==> src/rtl/pmpd_pkg.sv <==
// ----------------------------------------------------------------------------
// pmpd_pkg: shared types and constants of the ps/2 mouse packet decoder
// Field widths, packet bit positions, acceleration thresholds and codes.
// ----------------------------------------------------------------------------
package pmpd_pkg;

  // fixed field widths
  localparam int BYTE_W   = 8;
  localparam int CFG_W    = 13;
  localparam int CFG_IX_W = 2;
  localparam int OUT_CW   = 12;
  localparam int BTN_IX_W = 2;
  localparam int NBTN     = 3;

  // delta widths: 9-bit raw delta, up to three times that after the curve
  localparam int DELTA_W  = 9;
  localparam int ACC_W    = 11;

  // flag byte layout
  localparam int SYNC_BIT  = 3;
  localparam int XSIGN_BIT = 4;
  localparam int YSIGN_BIT = 5;
  localparam logic [BYTE_W-1:0] OVF_MASK = 8'hC0;

  // acceleration thresholds on the delta magnitude
  localparam logic [DELTA_W-1:0] CURVE_TRIPLE = 9'd10;
  localparam logic [DELTA_W-1:0] CURVE_DOUBLE = 9'd5;

  // register reset values
  localparam logic [CFG_W-1:0] RST_WIDTH  = 13'd640;
  localparam logic [CFG_W-1:0] RST_HEIGHT = 13'd480;

  // position of the next byte in the packet
  typedef enum logic [1:0] {
    POS_FLAG  = 2'd0,
    POS_XDATA = 2'd1,
    POS_YDATA = 2'd2
  } pos_t;

  // configuration register indexes
  typedef enum logic [CFG_IX_W-1:0] {
    CFG_SCREEN_WIDTH  = 2'd0,
    CFG_SCREEN_HEIGHT = 2'd1
  } cfg_idx_t;

  // event kinds
  typedef enum logic {
    EV_MOVE   = 1'b0,
    EV_BUTTON = 1'b1
  } ev_kind_t;

endpackage

==> src/rtl/ps2_mouse_packet_decoder_top.sv <==
// ----------------------------------------------------------------------------
// ps2_mouse_packet_decoder_top: ps/2 mouse three-byte packet decoder
// Assembles mouse bytes into packets, accelerates the deltas, tracks a
// clamped cursor and reports move and button change events.
// ----------------------------------------------------------------------------
// Usage
//   in_*  : one mouse byte per word. A first byte needs bit 3 set, others
//           are dropped until one does. Overflow packets are dropped whole.
//   out_* : event words. A completing byte gives zero to four events: one
//           move event if a delta is nonzero, then one per changed button,
//           lowest button first; out_last_event marks the final one.
//   cfg_* : writes screen_width (index 0) or screen_height (index 1) and
//           recenters the cursor; always ready. Other indexes are ignored.
// Timing
//   The packet is processed in the cycle its last byte is taken; its first
//   event is shown the next cycle and further events follow one per cycle
//   while the receiver is ready. The first two bytes of a packet are taken
//   every cycle, even while events of the previous packet are waiting. The
//   third byte waits until the pending events have drained.
// Reset
//   Synchronous, active low: sizes 640 x 480, cursor centered, buttons up.
//   A stalled receiver holds the current event word unchanged, except that a size write changes its cursor fields.
// ----------------------------------------------------------------------------
module ps2_mouse_packet_decoder_top #(
  parameter int COORD_BITS = 12
) (
  input  logic                          clk,
  input  logic                          rst_n,
  // byte input
  input  logic                          in_valid,
  output logic                          in_ready,
  input  logic [pmpd_pkg::BYTE_W-1:0]   in_data_byte,
  // event output
  output logic                          out_valid,
  input  logic                          out_ready,
  output logic                          out_event_kind,
  output logic [pmpd_pkg::BTN_IX_W-1:0] out_button_index,
  output logic                          out_pressed,
  output logic [pmpd_pkg::OUT_CW-1:0]   out_cursor_x_out,
  output logic [pmpd_pkg::OUT_CW-1:0]   out_cursor_y_out,
  output logic                          out_last_event,
  // configuration writes
  input  logic                          cfg_valid,
  output logic                          cfg_ready,
  input  logic [pmpd_pkg::CFG_IX_W-1:0] cfg_index,
  input  logic [pmpd_pkg::CFG_W-1:0]    cfg_data
);
  import pmpd_pkg::*;

  localparam int CB    = COORD_BITS;
  localparam int SZ_W  = (CB + 1 > CFG_W) ? CB + 1 : CFG_W;
  localparam int SUM_W = ((CB > ACC_W) ? CB : ACC_W) + 2;

  // effective screen size: zero counts as one, capped at 2^CB
  function automatic logic [SZ_W-1:0] eff_size(input logic [CFG_W-1:0] v);
    logic [SZ_W-1:0] ve;
    logic [SZ_W-1:0] lim;
    ve  = SZ_W'(v);
    lim = SZ_W'(1) << CB;
    if (v == '0) begin
      return SZ_W'(1);
    end else if (ve > lim) begin
      return lim;
    end
    return ve;
  endfunction

  function automatic logic [CB-1:0] max_coord(input logic [CFG_W-1:0] v);
    logic [SZ_W-1:0] e;
    e = eff_size(v) - SZ_W'(1);
    return e[CB-1:0];
  endfunction

  function automatic logic [CB-1:0] center(input logic [CFG_W-1:0] v);
    logic [SZ_W-1:0] e;
    e = eff_size(v) >> 1;
    return e[CB-1:0];
  endfunction

  // acceleration: above 10 tripled, above 5 doubled
  function automatic logic signed [ACC_W-1:0] curve(input logic [DELTA_W-1:0] d);
    logic signed [ACC_W-1:0] de;
    logic [DELTA_W-1:0]      mag;
    de  = {{(ACC_W-DELTA_W){d[DELTA_W-1]}}, d};
    mag = d[DELTA_W-1] ? (~d + DELTA_W'(1)) : d;
    if (mag > CURVE_TRIPLE) begin
      return de + (de <<< 1);
    end else if (mag > CURVE_DOUBLE) begin
      return de <<< 1;
    end
    return de;
  endfunction

  // clamp a signed sum into 0..hi
  function automatic logic [CB-1:0] clamp(input logic signed [SUM_W-1:0] s,
                                          input logic [CB-1:0] hi);
    logic signed [SUM_W-1:0] hs;
    hs = $signed({{(SUM_W-CB){1'b0}}, hi});
    if (s < 0) begin
      return '0;
    end else if (s > hs) begin
      return hi;
    end
    return s[CB-1:0];
  endfunction

  // registers
  pos_t              pos_r, pos_nxt;
  logic [BYTE_W-1:0] flag_r, flag_nxt;
  logic [BYTE_W-1:0] xbyte_r, xbyte_nxt;
  logic [NBTN-1:0]   levels_r, levels_nxt;
  logic [CB-1:0]     cursor_x_r, cursor_x_nxt;
  logic [CB-1:0]     cursor_y_r, cursor_y_nxt;
  logic [CFG_W-1:0]  width_r, width_nxt;
  logic [CFG_W-1:0]  height_r, height_nxt;
  logic              mv_pend_r, mv_pend_nxt;
  logic [NBTN-1:0]   chg_pend_r, chg_pend_nxt;

  // handshakes
  logic in_fire;
  logic out_fire;
  logic cfg_fire;
  logic evt_pend;

  // packet datapath
  logic [DELTA_W-1:0]      dx;
  logic [DELTA_W-1:0]      dy;
  logic signed [ACC_W-1:0] ax;
  logic signed [ACC_W-1:0] ay;
  logic signed [SUM_W-1:0] sx;
  logic signed [SUM_W-1:0] sy;
  logic [NBTN-1:0]         btn_now;
  logic [NBTN-1:0]         btn_chg;
  logic                    pkt_done;
  logic                    pkt_ok;
  logic                    moved;

  // event selection
  logic [NBTN-1:0]     chg_low;
  logic [NBTN-1:0]     chg_rest;
  logic [BTN_IX_W-1:0] btn_ix;
  logic [CB+OUT_CW-1:0] cx_ext;
  logic [CB+OUT_CW-1:0] cy_ext;

  assign evt_pend = mv_pend_r | (|chg_pend_r);
  assign in_ready = (pos_r != POS_YDATA) || !evt_pend;
  assign cfg_ready = 1'b1;
  assign in_fire  = in_valid && in_ready;
  assign out_fire = out_valid && out_ready;
  assign cfg_fire = cfg_valid && cfg_ready;

  // packet position
  always_comb begin
    pos_nxt = pos_r;
    if (in_fire) begin
      case (pos_r)
        POS_FLAG: begin
          if (in_data_byte[SYNC_BIT]) begin
            pos_nxt = POS_XDATA;
          end
        end
        POS_XDATA: pos_nxt = POS_YDATA;
        POS_YDATA: pos_nxt = POS_FLAG;
        default:   pos_nxt = POS_FLAG;
      endcase
    end
  end

  // deltas, acceleration and new cursor
  always_comb begin
    dx       = {flag_r[XSIGN_BIT], xbyte_r};
    dy       = {flag_r[YSIGN_BIT], in_data_byte};
    ax       = curve(dx);
    ay       = curve(dy);
    sx       = $signed({{(SUM_W-CB){1'b0}}, cursor_x_r})
               + $signed({{(SUM_W-ACC_W){ax[ACC_W-1]}}, ax});
    sy       = $signed({{(SUM_W-CB){1'b0}}, cursor_y_r})
               - $signed({{(SUM_W-ACC_W){ay[ACC_W-1]}}, ay});
    btn_now  = flag_r[NBTN-1:0];
    btn_chg  = btn_now ^ levels_r;
    pkt_done = in_fire && (pos_r == POS_YDATA);
    pkt_ok   = pkt_done && ((flag_r & OVF_MASK) == '0);
    moved    = (dx != '0) || (dy != '0);
  end

  // current event word
  always_comb begin
    chg_low  = chg_pend_r & (~chg_pend_r + NBTN'(1));
    chg_rest = chg_pend_r & ~chg_low;
    if (chg_pend_r[0]) begin
      btn_ix = BTN_IX_W'(0);
    end else if (chg_pend_r[1]) begin
      btn_ix = BTN_IX_W'(1);
    end else begin
      btn_ix = BTN_IX_W'(2);
    end
    cx_ext = {{OUT_CW{1'b0}}, cursor_x_r};
    cy_ext = {{OUT_CW{1'b0}}, cursor_y_r};
    out_valid        = evt_pend;
    out_event_kind   = mv_pend_r ? EV_MOVE : EV_BUTTON;
    out_button_index = mv_pend_r ? '0 : btn_ix;
    out_pressed      = mv_pend_r ? 1'b0 : levels_r[btn_ix];
    out_last_event   = mv_pend_r ? (chg_pend_r == '0) : (chg_rest == '0);
    out_cursor_x_out = cx_ext[OUT_CW-1:0];
    out_cursor_y_out = cy_ext[OUT_CW-1:0];
  end

  // next values of the state
  always_comb begin
    flag_nxt     = flag_r;
    xbyte_nxt    = xbyte_r;
    levels_nxt   = levels_r;
    cursor_x_nxt = cursor_x_r;
    cursor_y_nxt = cursor_y_r;
    width_nxt    = width_r;
    height_nxt   = height_r;
    mv_pend_nxt  = mv_pend_r;
    chg_pend_nxt = chg_pend_r;

    // drain one event
    if (out_fire) begin
      if (mv_pend_r) begin
        mv_pend_nxt = 1'b0;
      end else begin
        chg_pend_nxt = chg_rest;
      end
    end

    // capture bytes
    if (in_fire && (pos_r == POS_FLAG)) begin
      flag_nxt = in_data_byte;
    end
    if (in_fire && (pos_r == POS_XDATA)) begin
      xbyte_nxt = in_data_byte;
    end

    // complete packet
    if (pkt_ok) begin
      if (moved) begin
        cursor_x_nxt = clamp(sx, max_coord(width_r));
        cursor_y_nxt = clamp(sy, max_coord(height_r));
      end
      levels_nxt   = btn_now;
      mv_pend_nxt  = moved;
      chg_pend_nxt = btn_chg;
    end

    // size writes recenter the cursor
    if (cfg_fire) begin
      case (cfg_index)
        CFG_SCREEN_WIDTH: begin
          width_nxt    = cfg_data;
          cursor_x_nxt = center(cfg_data);
          cursor_y_nxt = center(height_r);
        end
        CFG_SCREEN_HEIGHT: begin
          height_nxt   = cfg_data;
          cursor_x_nxt = center(width_r);
          cursor_y_nxt = center(cfg_data);
        end
        default: begin
        end
      endcase
    end
  end

  // control and cursor state
  always_ff @(posedge clk) begin
    if (!rst_n) begin
      pos_r      <= POS_FLAG;
      levels_r   <= '0;
      width_r    <= RST_WIDTH;
      height_r   <= RST_HEIGHT;
      cursor_x_r <= center(RST_WIDTH);
      cursor_y_r <= center(RST_HEIGHT);
      mv_pend_r  <= 1'b0;
      chg_pend_r <= '0;
    end else begin
      pos_r      <= pos_nxt;
      levels_r   <= levels_nxt;
      width_r    <= width_nxt;
      height_r   <= height_nxt;
      cursor_x_r <= cursor_x_nxt;
      cursor_y_r <= cursor_y_nxt;
      mv_pend_r  <= mv_pend_nxt;
      chg_pend_r <= chg_pend_nxt;
    end
  end

  // packet byte holding registers
  always_ff @(posedge clk) begin
    flag_r  <= flag_nxt;
    xbyte_r <= xbyte_nxt;
  end

endmodule

==> config.mk <==
export PLATFORM = sky130hd
export DESIGN_NAME = ps2_mouse_packet_decoder_top
export DESIGN_NICKNAME = d
export VERILOG_FILES = /design/src/rtl/pmpd_pkg.sv /design/src/rtl/ps2_mouse_packet_decoder_top.sv
export SDC_FILE = /design/constraint.sdc
export NUM_CORES = 1
export LEC_CHECK = 0
export BUFFER_PORTS_ARGS = -buffer_cell sky130_fd_sc_hd__buf_4
export CAP_MARGIN = 20
export CELL_PAD_IN_SITES_DETAIL_PLACEMENT = 0
export CELL_PAD_IN_SITES_GLOBAL_PLACEMENT = 2
export CORE_MARGIN = 1.5
export CORE_UTILIZATION = 33
export DETAILED_ROUTE_END_ITERATION = 10
export PLACE_DENSITY = 0.8
export SETUP_SLACK_MARGIN = 0.5
export SLEW_MARGIN = 5
export SYNTH_ARGS = -nofsm -noshare
export SYNTH_HDL_FRONTEND = slang
export SYNTH_SLANG_ARGS = --single-unit
==> constraint.sdc <==
create_clock -name clk -period 5.8 [get_ports clk]
set_input_delay 0.58 -clock clk [delete_from_list [all_inputs] [get_ports clk]]
set_output_delay 0.58 -clock clk [all_outputs]
set_load 0.02 [all_outputs]
==> results.md, run 1 <==
- Post-Syn Nets: 1072
- Async set-or-reset flop fraction in the synthesized netlist: 0%
- Fmax: 186 MHz
- WP depth: 26
- # nets final: 1184
- Antenna viol nets, final: 0
- Clock Sinks: 74
- Gp weighted congestion: 0.891
- Crit share post-route: 92.7%
- Most area-consuming cells after synthesis: dfxtp_1 16%, ha_1 14%, a21oi_1 6.4%, nand2_1 6.2%, edfxtp_1 6.1%
- RSZ-0062 raised after global routing: yes
- CP Launch Type: flop
- CTS Buffer Depth: 2
- Post-CTS Hold Buffers: 0
- Max stage delay on crit path: 0.60 ns
- R2r endpoint: out_cursor_x_out[4]
- Min Tclk post-route: 5.38 ns
- Skew-Pair Late Insertion Delay: 0.35 ns
- Residual DRC: 0
- Slowest CP cell: or4_4
- Post-DR vias/cell: 5.49
- Setup crit end: out_cursor_x_out[4]
- Synth top area share: 16.0%
- Drt total wl: 24.5 mm
- CTS Buf Count: 9
- Crit Path Class: flop to flop
- Synthesized area: 7400 sq um
- Largest net degree at the start of global routing: 37
- Cell family with most CP delay: compound AO/OA/AOI/OAI gates
- Row cnt: 54
- Top cell by count, worst path: ha_1
- Yosys synthesis warning count: 0
- Via count: 7423
- Initial drt markers: 418
- Global-route wire length before repair: 39.0 mm
- Crit path capture type: flop
- Yosys top cell by area: dfxtp_1
- Most frequent cell after synthesis: nand2_1
- CTS tree: built
- Fin. max-slew vios: 0
- Critical R2R Launch: xbyte_r[1]
- CP arrival: 5.58 ns
- Initial antenna violation count: 0
- Core ar.: 21900 sq um
- Maximum vdd drop: 0.000143 V
- Max_slew headroom: 34.3%
- Final setup TNS: 0 ns
- Worst reg-to-reg path cell count: 26
- Detailed-placement wirelength estimate: 18.3 mm
- CP Data Required Time: 6.00 ns
- Critical path origin: xbyte_r[1]
- Total gr overflow: 0
- Flop2flop setup slack: 0.42 ns
- Number of distinct library cells after synthesis: 96
- Die Y: 153 um
- Port-buffer cells: 58
- P per Cell Area: 224 nW/um^2
- Syn Inst Count: 956
- Initial Util: 33.8%
- Die area: 23300 sq um
- 1st-pass router iterations: 4
- # Max-Cap Violations: 0
- Synth-to-Final Area Change: 27.3%
- Slew @ Worst Pin: 0.983 ns
- Final total power: 2.11 mW
- Worst Hold Class: input port to flop
- Seq/Total Area, Yosys: 22.0%
- Pleak: 3.88 nW
- Post-synth top cells: 122 x nand2_1, 94 x a21oi_1, 84 x ha_1
- Max H-tree Level: 3
- Die W: 153 um
- Final hold viol count: 0
- Proportion of layout cells with a drive suffix above 1: 24.3%
- Bufs and invs on worst path: 3
- Clock transition at the registers of the reported paths: 0.06 ns
- #FFs+latches synth: 74
- Vias in the first global route: 7103
- CP Max Fanout: 7
- Max Clock Skew: 0.00975 ns
- DR WL/cell: 18.1 um
- Top Ports: 60
- Total GRT Usage: 20.7%
- Ys flop type: dfxtp_1
- Clock Tree Root: clkbuf_16
- Setup violation total in the final timing report: 0
- Diode count: 0
- Run status: finished clean
- Post-synth EDFFs: 15
- Average size of a mapped cell: 7.75 sq um
## flip-flops by register name (all words and copies together), names as in the netlist
register	count
flag_r	7
height_r	13
xbyte_r	8
out_cursor_y_out	12
pos_r	2
mv_pend_r	1
chg_pend_r	3
width_r	13
levels_r	3
out_cursor_x_out	12
## cells in the final DEF (no fill, tap or decap), types with 6 or more instances in the layout
cell       Yosys  final
nand4_1        7      7
o21a_1        10     10
clkbuf_16      0     10
a21oi_1       94     82
mux2i_1       12     12
nor2_1        68     67
inv_1         67     57
o21bai_1       9      9
nor2b_1       10      9
or3_1          7      6
a21o_1        13     13
buf_4          2    118
a21oi_2        1     13
a221oi_1       9      7
dfxtp_1       59     59
nand2b_1      13     12
a31oi_1       22     19
a211oi_2       1      6
o21ai_1        3      7
o22ai_1       11      7
o211ai_1       7      7
nor3_1        16     14
xnor2_1       42     39
ha_1          84     72
xor2_1         8      8
edfxtp_1      15     15
a22oi_1       11     11
ha_2           0      6
nand3_1       25     25
o21ai_0       50     43
buf_6          3     11
ha_4           0      6
nand2_1      122    122
## routing by layer
metal | part of all wire, % | vias to the layer above | GRT usage, %
li1 | - | 3710 | -
met1 | 49 | 3522 | 29.2
met2 | 46 | 160 | 33.5
met3 | 3.4 | 31 | 2.19
met4 | 1.7 | 0 | 5.45
met5 | 0 | - | 0
## how the worst min path moves through the flow
stage,from,endpoint,cells past startpoint
floorplan,height_r[1],height_r[1],2
global placement,width_r[4],width_r[4],2
detailed placement,width_r[4],width_r[4],2
CTS,in_data_byte[3],xbyte_r[3],1
global route,in_data_byte[0],flag_r[0],1
finish,in_data_byte[0],flag_r[0],1
## repair_timing
item,CTS,global route
cloned,2,0
endpoints found under the setup margin,24,24
pin swaps,41,31
gates resized for setup,58,57
setup buffers,11,16
## cells by family after synthesis
family / after synthesis / share of synthesized area [%]
buf+inv: 102 / 5.93
simple gates: 320 / 21.2
flops: 74 / 22.0
other cells: 1 / 0.0506
fa+ha+maj: 89 / 15.4
mux: 14 / 1.93
compound gates: 306 / 27.5
xor+xnor: 50 / 5.91
## stage by stage
stage,utilization [%],hold slack (ns),cell area (sq um),instances,setup WS (ns)
2_1_floorplan,-,0.459,7440,956,0.524
3_3_place_gp,38.4,0.499,8400,1306,0.0866
3_5_place_dp,38.4,0.504,8400,1306,0.0660
4_1_cts,41.2,0.491,9030,1334,0.450
5_1_grt,43.0,0.495,9420,1352,0.157
6_report,43.0,0.502,9420,1352,0.421
## layout make-up
cell class / instances / area, sq um
multi-input combinational: 780 / 5770
sequential: 74 / 1630
clock buffer: 10 / 250
timing repair buffer: 135 / 1100
tap: 280 / 350
fill: 2304 / 12500
inverter: 68 / 289
clock inverter: 5 / 36.3
## where the power goes
part	internal, mW	leakage, nW	switching (mW)
Clock	0.315	0.140	0.239
Sequential	0.546	0.621	0.0304
Combinational	0.442	3.12	0.543
No activity file was read; power rests on OpenSTA's default activity.
==> run 2, diff against run 1 <==
==> constraint.sdc (replaced) <==
create_clock -name clk -period 5.8 [get_ports clk]
set_input_delay 0.87 -clock clk [delete_from_list [all_inputs] [get_ports clk]]
set_output_delay 0.87 -clock clk [all_outputs]
set_load 0.02 [all_outputs]
==> results.md, run 2 (same netlist as run 1, synthesis figures left out) <==
- Run status: finished clean
- CP Max Fanout: 6
- Fmax: 186 MHz
- Via count: 7447
- Die Y: 153 um
- Worst Hold Class: flop to flop
- Clock Sinks: 74
- P per Cell Area: 220 nW/um^2
- Power share of the clock group: 24.9%
- Synth-to-Final Area Change: 29.9%
- Setup violation total in the final timing report: 0
- Maximum vdd drop: 0.000123 V
- Total GRT Usage: 20.8%
- # Max-Cap Violations: 0
- CTS tree: built
- Clock Tree Root: clkbuf_16
- Final hold viol count: 0
- Die area: 23300 sq um
- CP arrival: 5.64 ns
- Commonest non-fill, non-tap cell in the layout: buf_4
- Top Ports: 60
- Diode count: 0
- Min Tclk post-route: 5.39 ns
- Gp weighted congestion: 0.851
- Die W: 153 um
- Fin. max-slew vios: 0
- Row cnt: 54
- Max H-tree Level: 3
- Skew-Pair Late Insertion Delay: 0.35 ns
- Initial antenna violation count: 0
- Initial drt markers: 344
- Vias in the first global route: 7230
- Crit share post-route: 92.9%
- # nets final: 1198
- Switching share of power: 38.0%
- Finished Core Util: 43.9%
- Final total power: 2.11 mW
- Slew @ Worst Pin: 0.844 ns
- Reg power frac: 27.2%
- CTS Buffer Depth: 2
- Detailed-placement wirelength estimate: 18.7 mm
- RSZ-0062 raised after global routing: yes
- Proportion of layout cells with a drive suffix above 1: 26.4%
- CP Launch Type: input port
- Total net switching power: 0.804 mW
- Crit Path Class: input port to flop
- CTS Buf Count: 9
- Port-buffer cells: 58
- Comb power frac: 47.9%
- DR WL/cell: 17.9 um
- Total gr overflow: 0
- Antenna viol nets, final: 0
- Most frequent cells in the layout: 134 x buf_4, 120 x nand2_1, 83 x a21oi_1
- Clock transition at the registers of the reported paths: 0.06 ns
- Post-DR vias/cell: 5.45
- 1st-pass router iterations: 5
- Pleak: 3.97 nW
- Top Registers: height_r x13, width_r x13
- Final setup TNS: 0 ns
- Residual DRC: 0
- Largest net degree at the start of global routing: 37
- Max_slew headroom: 43.3%
- Internal: 1.31 mW
- Global-route wire length before repair: 39.1 mm
- Drt total wl: 24.5 mm
- Crit path capture type: flop
- Max Clock Skew: 0.0139 ns
- Core ar.: 21900 sq um
- Initial Util: 33.8%
- CP Data Required Time: 6.05 ns
## run 2: changes by cell type in the layout (fill, tap and decap cells not counted), moves of 3 or more
| cell | change |
|---|---|
| inv_4 | +5 |
| inv_1 | +3 |
| ha_2 | +4 |
| ha_1 | -6 |
| buf_4 | +16 |
| inv_2 | -3 |
| a21oi_2 | -3 |
| a31oi_4 | +3 |
## run 2: worst max-delay path, stage by stage
cell	delay, ns
buf_12	0.10
clkinv_8	0.05
buf_4	0.13
ha_2	0.36
a21oi_1	0.07
o211a_1	0.20
o21ai_0	0.20
nor3_2	0.07
buf_4	0.17
buf_6	0.14
mux2i_1	0.12
ha_2	0.18
or4_4	0.54
o22ai_4	0.14
o21bai_1	0.08
a21oi_1	0.17
xnor2_1	0.11
ha_1	0.33
nand4_1	0.21
nor4_2	0.29
o41ai_2	0.13
a21o_1	0.21
and2_4	0.14
o22ai_4	0.16
buf_6	0.15
a32oi_2	0.05
o31ai_1	0.24
## run 2: what timing repair did
action                                  4_1_cts  5_1_grt
pin swaps                                    32       64
hold buffers                                  0        0
endpoints found under the setup margin       24       24
gates resized for setup                      50       73
gates cloned                                  0        0
setup buffers                                10       15
## run 2: worst paths after layout
| path | start | to | slack (ns) | cells past startpoint |
|---|---|---|---|---|
| setup / recovery | in_data_byte[1] | out_cursor_y_out[2] | 0.41 | 27 |
| hold / removal | height_r[1] | height_r[1] | 0.50 | 2 |
| setup reg to reg | xbyte_r[1] | out_cursor_x_out[4] | 0.44 | 28 |
| hold reg to reg | height_r[1] | height_r[1] | 0.50 | 2 |
## run 2: metal layers
metal	wire (um)	GRT usage, %	up-vias
li1	-	-	3732
met1	11900	28.6	3576
met2	11500	34.0	111
met3	672	2.42	28
met4	448	6.09	0
met5	0	0	-
## run 2: final cells by class
type	count	area (sq um)
Fill cell	2302	12300
Multi-Input combinational cell	780	5890
Sequential cell	74	1630
Timing Repair Buffer	149	1200
Tap cell	280	350
Inverter	68	278
Clock buffer	10	229
Clock inverter	6	38.8
## run 2: through the flow
step	instance area, sq um	setup slack [ns]	hold slack [ns]	cells
finish	9620	0.411	0.503	1367
detailed placement	8560	0.0202	0.496	1325
floorplan	7490	0.495	0.459	956
global route	9620	0.0277	0.551	1367
CTS	9140	0.484	0.507	1351
global placement	8560	0.0435	0.490	1325
## run 2: power by group through the flow
stage                     registers, mW  logic, mW  clock network (mW)
after floorplan                   0.584      0.578                   0
after global placement            0.586      0.852                   0
after detailed placement          0.586      0.848                   0
after CTS                         0.574      0.908               0.537
after global routing              0.578       1.12               0.554
final                             0.575       1.01               0.527
